$ cat src/hdl/d2q_pkg.sv
// ----------------------------------------------------------------------------
// d2q_pkg
// shared types and constants for the double to q31 converter
// ----------------------------------------------------------------------------
`timescale 1ns / 1ps
package d2q_pkg;
  localparam int FracBits = 52;
  localparam int ExpBits  = 11;
  localparam int MultBits = 32;
  localparam int ShiftBits = 12;
  localparam int LzBits = 6;

  localparam logic [ExpBits-1:0] ExpAllOnes = 11'h7ff;
  localparam logic [ShiftBits-1:0] ExpOffset = 12'd1022;
  localparam logic [ShiftBits-1:0] SubnormBase = 12'd1073;

  localparam logic [MultBits-1:0] MultPosMax = 32'h7fff_ffff;
  localparam logic [MultBits-1:0] MultNegMax = 32'h8000_0000;

  // classification after decode
  localparam logic [1:0] ClsZero = 2'd0;
  localparam logic [1:0] ClsInf  = 2'd1;
  localparam logic [1:0] ClsNorm = 2'd2;

  typedef struct packed {
    logic [1:0]           cls;
    logic                 neg;
    logic                 subnorm;
    logic [FracBits-1:0]  frac;
    logic [ExpBits-1:0]   exp_field;
    logic [LzBits-1:0]    top;
  } dec_t;

  typedef struct packed {
    logic [1:0]           cls;
    logic                 neg;
    logic [FracBits:0]    mant;
    logic [ShiftBits-1:0] shift;
  } norm_t;

  typedef struct packed {
    logic [MultBits-1:0]  mult;
    logic [ShiftBits-1:0] shift;
  } res_t;
endpackage

$ cat src/hdl/d2q_decode.sv
// ----------------------------------------------------------------------------
// d2q_decode
// splits the double into fields, classifies it and finds the top fraction bit
// ----------------------------------------------------------------------------
`timescale 1ns / 1ps
module d2q_decode (
  input  logic [63:0]   value_bits,
  output d2q_pkg::dec_t dec
);
  import d2q_pkg::*;

  always_comb begin
    dec.neg = value_bits[63];
    dec.exp_field = value_bits[62:52];
    dec.frac = value_bits[51:0];
    dec.subnorm = (value_bits[62:52] == '0);
    dec.top = '0;
    for (int i = 0; i < FracBits; i++) begin
      if (value_bits[i]) dec.top = LzBits'(i);
    end
    if (value_bits[62:0] == '0) begin
      dec.cls = ClsZero;
    end else if (value_bits[62:52] == ExpAllOnes) begin
      dec.cls = (value_bits[51:0] == '0) ? ClsInf : ClsZero;
    end else begin
      dec.cls = ClsNorm;
    end
  end
endmodule

$ cat src/hdl/d2q_normalize.sv
// ----------------------------------------------------------------------------
// d2q_normalize
// shift of subnormals by the leading-zero count, exponent rebias
// ----------------------------------------------------------------------------
`timescale 1ns / 1ps
module d2q_normalize (
  input  d2q_pkg::dec_t  dec,
  output d2q_pkg::norm_t norm
);
  import d2q_pkg::*;

  always_comb begin
    norm.cls = dec.cls;
    norm.neg = dec.neg;
    if (dec.subnorm) begin
      norm.mant = {1'b0, dec.frac} << (LzBits'(FracBits) - dec.top);
      norm.shift = ShiftBits'(dec.top) - SubnormBase;
    end else begin
      norm.mant = {1'b1, dec.frac};
      norm.shift = ShiftBits'(dec.exp_field) - ExpOffset;
    end
  end
endmodule

$ cat src/hdl/d2q_round.sv
// ----------------------------------------------------------------------------
// d2q_round
// half-up rounding to 31 bits, sign and special values
// ----------------------------------------------------------------------------
`timescale 1ns / 1ps
module d2q_round (
  input  d2q_pkg::norm_t norm,
  output d2q_pkg::res_t  res
);
  import d2q_pkg::*;

  logic [32:0] sum;
  logic [30:0] mag;

  always_comb begin
    sum = {1'b0, norm.mant[52:21]} + 33'd1;
    res.shift = norm.shift;
    if (sum[32]) begin
      mag = 31'h4000_0000;
      res.shift = norm.shift + 12'd1;
    end else begin
      mag = sum[31:1];
    end
    case (norm.cls)
      ClsNorm: res.mult = norm.neg ? (32'd0 - {1'b0, mag}) : {1'b0, mag};
      ClsInf: begin
        res.mult = norm.neg ? MultNegMax : MultPosMax;
        res.shift = '0;
      end
      default: begin
        res.mult = '0;
        res.shift = '0;
      end
    endcase
  end
endmodule

$ cat src/hdl/double_to_q31_multiplier_shift.sv
// output valid once an accepted item has passed the decode, normalize and round registers
// throughput: one item per cycle; stages advance when the output is free or taken
// three register stages: decode with leading-zero count, normalize shift, round
// rst clears all valid bits; payload registers are not reset
// ----------------------------------------------------------------------------
// double_to_q31_multiplier_shift
// converts a double bit pattern to a q31 multiplier and a shift
// ----------------------------------------------------------------------------
`timescale 1ns / 1ps
module double_to_q31_multiplier_shift (
  input  logic        clk,
  input  logic        rst,
  input  logic        in_valid,
  output logic        in_ready,
  input  logic [63:0] value_bits,
  output logic        out_valid,
  input  logic        out_ready,
  output logic signed [31:0] multiplier,
  output logic signed [11:0] shift_amount
);
  import d2q_pkg::*;

  dec_t  dec_c, dec_r;
  norm_t norm_c, norm_r;
  res_t  res_c, res_r;
  logic  v1, v2, v3;
  logic  adv1, adv2, adv3;

  d2q_decode    u_dec  (.value_bits(value_bits), .dec(dec_c));
  d2q_normalize u_norm (.dec(dec_r), .norm(norm_c));
  d2q_round     u_rnd  (.norm(norm_r), .res(res_c));

  assign adv3 = !v3 || out_ready;
  assign adv2 = !v2 || adv3;
  assign adv1 = !v1 || adv2;
  assign in_ready = adv1;

  always_ff @(posedge clk) begin
    if (rst) begin
      v1 <= 1'b0;
      v2 <= 1'b0;
      v3 <= 1'b0;
    end else begin
      if (adv1) v1 <= in_valid;
      if (adv2) v2 <= v1;
      if (adv3) v3 <= v2;
    end
  end

  always_ff @(posedge clk) begin
    if (adv1) dec_r <= dec_c;
    if (adv2) norm_r <= norm_c;
    if (adv3) res_r <= res_c;
  end

  assign out_valid = v3;
  assign multiplier = res_r.mult;
  assign shift_amount = res_r.shift;
endmodule

$ cat config.mk
export PLATFORM = sky130hd
export DESIGN_NAME = double_to_q31_multiplier_shift
export DESIGN_NICKNAME = d
export VERILOG_FILES = /design/src/hdl/d2q_pkg.sv /design/src/hdl/d2q_decode.sv /design/src/hdl/d2q_normalize.sv /design/src/hdl/d2q_round.sv /design/src/hdl/double_to_q31_multiplier_shift.sv
export SDC_FILE = /design/constraint.sdc
export NUM_CORES = 1
export LEC_CHECK = 0
export BUFFER_PORTS_ARGS = -buffer_cell sky130_fd_sc_hd__clkbuf_2
export CAP_MARGIN = 20
export CORE_MARGIN = 2
export CORE_UTILIZATION = 49
export DETAILED_ROUTE_END_ITERATION = 8
export PLACE_DENSITY_LB_ADDON = 0.05
export SLEW_MARGIN = 20
export SYNTH_ARGS = -nofsm -noshare
export SYNTH_HDL_FRONTEND = slang
export SYNTH_SLANG_ARGS = --single-unit
$ cat constraint.sdc
create_clock -name clk -period 9.6 [get_ports clk]
set_input_delay 1.92 -clock clk [delete_from_list [all_inputs] [get_ports clk]]
set_output_delay 1.92 -clock clk [all_outputs]
set_load 0.02 [all_outputs]
==> results of run 1 <==
==> cells in the mapped netlist, drive strengths merged, types with 17 or more instances <==
| library cell | instances |
|---|---|
| mux4 | 21 |
| nor3 | 33 |
| nand4 | 27 |
| xor2 | 25 |
| mux2 | 17 |
| a21oi | 91 |
| nand2 | 159 |
| clkbuf | 60 |
| nor2 | 130 |
| nand3 | 50 |
| inv | 35 |
| edfxtp | 164 |
| o211ai | 27 |
| xnor2 | 30 |
| mux2i | 75 |
| o21ai | 86 |
| nor4 | 32 |
| buf | 29 |
==> worst max-delay path by stage <==
stage	to	slack (ns)	depth (start not counted)
detailed placement	in_ready	4.36	5
floorplan	in_ready	3.85	3
finish	in_ready	4.39	5
CTS	in_ready	4.36	5
global placement	in_ready	4.38	5
global route	in_ready	4.23	5
==> critical path: cells and delay by family <==
family                 cells  cell delay, ns
buffers and inverters      2            0.43
AND/OR/NAND/NOR            3            0.94
==> per-stage QoR <==
stage	power (mW)	area [sq um]	worst slack, ns
floorplan	1.21	11900	3.85
global placement	1.33	12700	4.38
detailed placement	1.33	12700	4.36
CTS	2.00	13200	4.36
global route	2.08	13200	4.23
finish	1.99	13200	4.39
==> power by group <==
part / switching, mW / total [mW] / internal, mW / leakage [nW]
sequential: 0.0396 / 0.889 / 0.850 / 1.76
combinational: 0.266 / 0.437 / 0.171 / 3.05
clock: 0.317 / 0.660 / 0.343 / 0.265
==> cell type report <==
cell class	instances	area, sq um
tap	324	405
clock inverter	14	136
sequential	167	4980
timing repair buffer	130	693
inverter	35	131
multi-input combinational	988	6470
clock buffer	18	429
fill	2249	10900
==> sequential cells by signal, indices dropped and copies added, names as in the netlist <==
register / count
out_valid: 1
v2: 1
dec_r: 73
multiplier: 32
shift_amount: 12
v1: 1
norm_r: 47
==> per-layer routing <==
metal | track usage | share of wire | vias up
met5 | 0 | 0 | -
met4 | 0.104 | 0.035 | 0
met3 | 0.0387 | 0.055 | 67
met2 | 0.416 | 0.48 | 370
met1 | 0.327 | 0.43 | 4783
li1 | - | - | 4964
==> cell families after synthesis <==
logic type | count (synthesis) | share of synthesized area
adder cells (fa/ha/maj) | 7 | 0.00736
AND/OR/NAND/NOR | 491 | 0.200
multiplexers | 113 | 0.119
XOR/XNOR | 55 | 0.0405
AO/OA/AOI/OAI | 322 | 0.172
buffers and inverters | 124 | 0.0423
flip-flops | 167 | 0.419
==> flow_summary.yaml, run 1 <==
sta:
  grt_setup_unrepaired: "no"
  skew_ns: 0.0168
  hold_ws_ns: 0.443
  final.min_clock_period_ns: 5.21
  setup_viol: 0
  slew_violations: 0
  post-route-period-util: 0.543
  hold_violations: 0
  fmax_ghz: 0.192
  setup-tns-final_ns: 0
  worst_pin_slew_ns: 0.934
  slew-limit-headroom: 0.377
pwr:
  peakVddDrop_mv: 0.0994
  powerDensity_mw_per_mm2: 150
  power.leakage_nw: 5.08
setup_path:
  ff2ff_path_depth: 12
  critical_path.cell_chain: "clkbuf_2 -> nor2b_1 -> and2_1 -> nand2_4 -> clkbuf_2"
  slowest_delay_ns: 0.51
  r2r-start: "dec_r[0]"
  cp_data_arrival_time_ns: 3.29
  cp-start-kind: "primary input"
  rrSetupSlack_ns: 5.44
  end_kind: "primary output"
  r2r-end: "norm_r[63]"
  worstPathMaxFanout: 74
  worstSetupStartpoint: "out_ready"
  slowest_stage: "nand2_4"
  worstSetupPathType: "primary input to primary output"
  required_ns: 7.68
  cp_common_cell: "clkbuf_2"
logic_synthesis:
  yosys_warnings: 0
  synth.area.top_cells: "edfxtp_1 (41%), mux2i_1 (6.3%), nand2_1 (5.0%)"
  yosys.area.top_type: "edfxtp_1"
  syn_inst: 1279
  synth_top_cell_area_share: 0.414
  synth-seq-cells: 167
  synth.distinct_cells: 79
  netlist_area_sq_mm: 0.0119
  async_flop_share: 0
  syn-num-nets: 1354
  synth_edf_count: 164
  synth_ff_type: "edfxtp_1"
  ys_seq_area_frac: 0.419
  synth_area_per_cell_sq_um: 9.30
clock_tree:
  cts_root_buffer: "clkbuf_16"
  clock_path_buffers: 2
  cts_tree: "yes"
  hold_buffers: 0
  cts_buffers: 17
  path_clk_slew_ns: 0.07
  cts_setup_buffers: 0
  htree_levels: 4
  cts.sinks: 167
  cts.repair.resized: 0
  clk_latency_ns: 0.44
final_layout:
  final_cell_mix: "edfxtp_1 (164), nand2_1 (156), nor2_1 (129), clkbuf_2 (113), a21oi_1 (91)"
  stdcell_count: 1676
  mostFrequentLayoutCell: "edfxtp_1"
  synthToLayoutAreaGrowth_pct: 11.3
  diodes: 0
  drive_above_1_share: 0.169
  fin_util: 0.550
  fin_nets: 1414
floorplanning:
  die_x_um: 160
  dieArea_sq_mm: 0.0255
  die_h_um: 160
  fp-row-count: 57
  start_util: 0.494
  io_pins: 114
  core-area_sq_mm: 0.0241
global_routing:
  grt_pass1_wl_um: 50500
  grt_usage: 0.250
  grt_pass1_vias: 9367
  antenna_found_initial: 0
  grt_max_degree: 75
  gr-total-overflow: 0
routing:
  first_pass_iters: 7
  vias: 10184
  drc: 0
  dr.first_iter.drc_count: 845
  wirelength_um: 31300
  via_per_inst: 6.08
  ant_nets: 0
  wl_per_cell_um: 18.7
placement:
  gp_congestion: 0.933
  portBuffers: 113
  placed_cells: 1644
  dpl.hpwl_um: 23500
hold_path:
  hold_path_startpoint: "dec_r[70]"
  holdPathStages: 0
  whs_endpoint: "norm_r[65]"
  hp-class: "register to register"
status:
  outcome: "complete, no violations"
job:
  cap_viol_max_count: 0
(Power assumes the default switching activity.)
==> run 2: changes to the inputs <==
==> constraint.sdc (replaced) <==
create_clock -name clk -period 5.1 [get_ports clk]
set_input_delay 1.02 -clock clk [delete_from_list [all_inputs] [get_ports clk]]
set_output_delay 1.02 -clock clk [all_outputs]
set_load 0.02 [all_outputs]
==> run 2 against run 1 <==
Sequential power increased by 88%. Global-route usage rose by 0.35 points. Final cell count grew 0.24%. Critical endpoint is now multiplier[20]. Largest cell class unchanged. Largest power group unchanged.
==> flow_summary.yaml, run 2 (synthesis gave the netlist of run 1 again) <==
status:
  outcome: "complete, no violations"
global_routing:
  gr-total-overflow: 0
  grt_util_met2: 0.417
  grt_max_degree: 74
  grt_usage: 0.253
  grt_pass1_wl_um: 51300
  grt_pass1_vias: 9463
  busiest_layer: "met2"
  antenna_found_initial: 0
  use_met1: 0.337
  grtUsageMet3: 0.0353
placement:
  placed_area_sq_mm: 0.0127
  pre_cts_ws_ns: 1.15
  portBuffers: 113
  placed_cells: 1648
  dpl.hpwl_um: 24400
  gp_congestion: 0.973
setup_path:
  critPathTopFamily: "simple AND/OR/NAND/NOR gates"
  cp-start-kind: "register"
  cp_data_arrival_time_ns: 4.25
  path_buf_inv: 0
  required_ns: 5.36
  worstPathMaxFanout: 26
  cp_common_cell: "nand2_1"
  end_kind: "register"
  worstSetupPathType: "register to register"
  critical_path.cell_chain: "ha_1 -> and3_1 -> nand2_1 -> or4_4 -> nand2_1 -> ha_1 -> nand2_1 -> a21oi_1 -> nand3_2 -> nor2_2 -> mux2_2 -> o22ai_1"
  slowest_delay_ns: 0.73
  slowest_stage: "or4_4"
sta:
  post-route-period-util: 0.782
  setup_viol: 0
  hold_ws_ns: 0.426
  fmax_ghz: 0.251
  fin_ws_ns: 1.11
  hold_violations: 0
  worst_pin_slew_ns: 0.910
  slew-limit-headroom: 0.388
  grt_setup_unrepaired: "no"
  final.min_clock_period_ns: 3.99
  skew_ns: 0.0148
  setup-tns-final_ns: 0
  slew_violations: 0
floorplanning:
  dieArea_sq_mm: 0.0255
  io_pins: 114
  core-area_sq_mm: 0.0241
  die_x_um: 160
  start_util: 0.494
  fp-row-count: 57
  die_h_um: 160
clock_tree:
  cts.sinks: 167
  cts_tree: "yes"
  clock_path_buffers: 2
  htree_levels: 4
  cts_root_buffer: "clkbuf_16"
  cts_setup_buffers: 0
  cts.repair.resized: 0
  cts_buffers: 17
  clk_latency_ns: 0.43
  path_clk_slew_ns: 0.07
  hold_buffers: 0
pwr:
  finalPower_mw: 3.80
  power.leakage_nw: 5.12
  peakVddDrop_mv: 0.195
  powerDensity_mw_per_mm2: 285
final_layout:
  synthToLayoutAreaGrowth_pct: 11.9
  drive_above_1_share: 0.171
  regMostFlops: "dec_r"
  fin_area_sq_mm: 0.0133
  final_cell_mix: "edfxtp_1 (164), nand2_1 (156), nor2_1 (129), clkbuf_2 (113), a21oi_1 (91)"
  mostFrequentLayoutCell: "edfxtp_1"
  fillers: 2271
  largest_register_ffs: 73
  diodes: 0
  fin_util: 0.552
  fin_nets: 1418
  stdcell_count: 1680
routing:
  wirelength_um: 31900
  drc: 0
  dr.first_iter.drc_count: 761
  via_per_inst: 6.02
  vias: 10108
  first_pass_iters: 5
  wl_per_cell_um: 19.0
  ant_nets: 0
job:
  cap_viol_max_count: 0
hold_path:
  hp-class: "register to register"
==> run 2: cell types whose count changed in the layout (fill, tap and decap cells not counted) <==
| cell | before | now |
|---|---|---|
| buf_4 | 17 | 20 |
| clkinvlp_4 | 4 | 1 |
| clkinv_4 | 0 | 2 |
| inv_8 | 3 | 5 |
| buf_12 | 0 | 1 |
| bufinv_16 | 0 | 1 |
| clkinv_1 | 0 | 1 |
| clkinv_2 | 1 | 0 |
| clkinv_8 | 2 | 1 |
| inv_6 | 4 | 3 |
==> run 2: power by group <==
| part | internal, mW | leakage [nW] | switching (mW) |
|---|---|---|---|
| registers | 1.60 | 1.76 | 0.0748 |
| clock network | 0.698 | 0.285 | 0.596 |
| logic | 0.328 | 3.07 | 0.503 |
| total | 2.63 | 5.12 | 1.17 |
==> run 2: final timing paths <==
path | cells after the start | from | end | slack, ns
hold reg to reg | 0 | dec_r[71] | norm_r[66] | 0.43
hold / removal | 0 | dec_r[71] | norm_r[66] | 0.43
setup / recovery | 12 | norm_r[34] | multiplier[20] | 1.11
setup reg to reg | 12 | norm_r[34] | multiplier[20] | 1.11
==> run 2: layout make-up <==
class,instances,area [sq um],share of cell area
inverter,35,131,0.00987
timing repair buffer,134,736,0.0553
sequential,167,4980,0.374
clock inverter,14,158,0.0118
tap,324,405,0.0305
multi-input combinational,988,6470,0.486
clock buffer,18,429,0.0322
==> run 2: layer usage <==
layer / up-vias / wire [um]
met2: 352 / 15000
li1: 4966 / -
met1: 4722 / 13900
met5: - / 0
met3: 68 / 1600
met4: 0 / 1350
==> run 2: worst reg2reg max path, cell delays in order (launching register included) <==
cell      delay [ns]
edfxtp_1        0.43
ha_1            0.26
and3_1          0.24
nand2_1         0.27
or4_4           0.73
nand2_1         0.14
ha_1            0.19
nand2_1         0.12
a21oi_1         0.36
nand3_2         0.25
nor2_2          0.34
mux2_2          0.37
o22ai_1         0.14
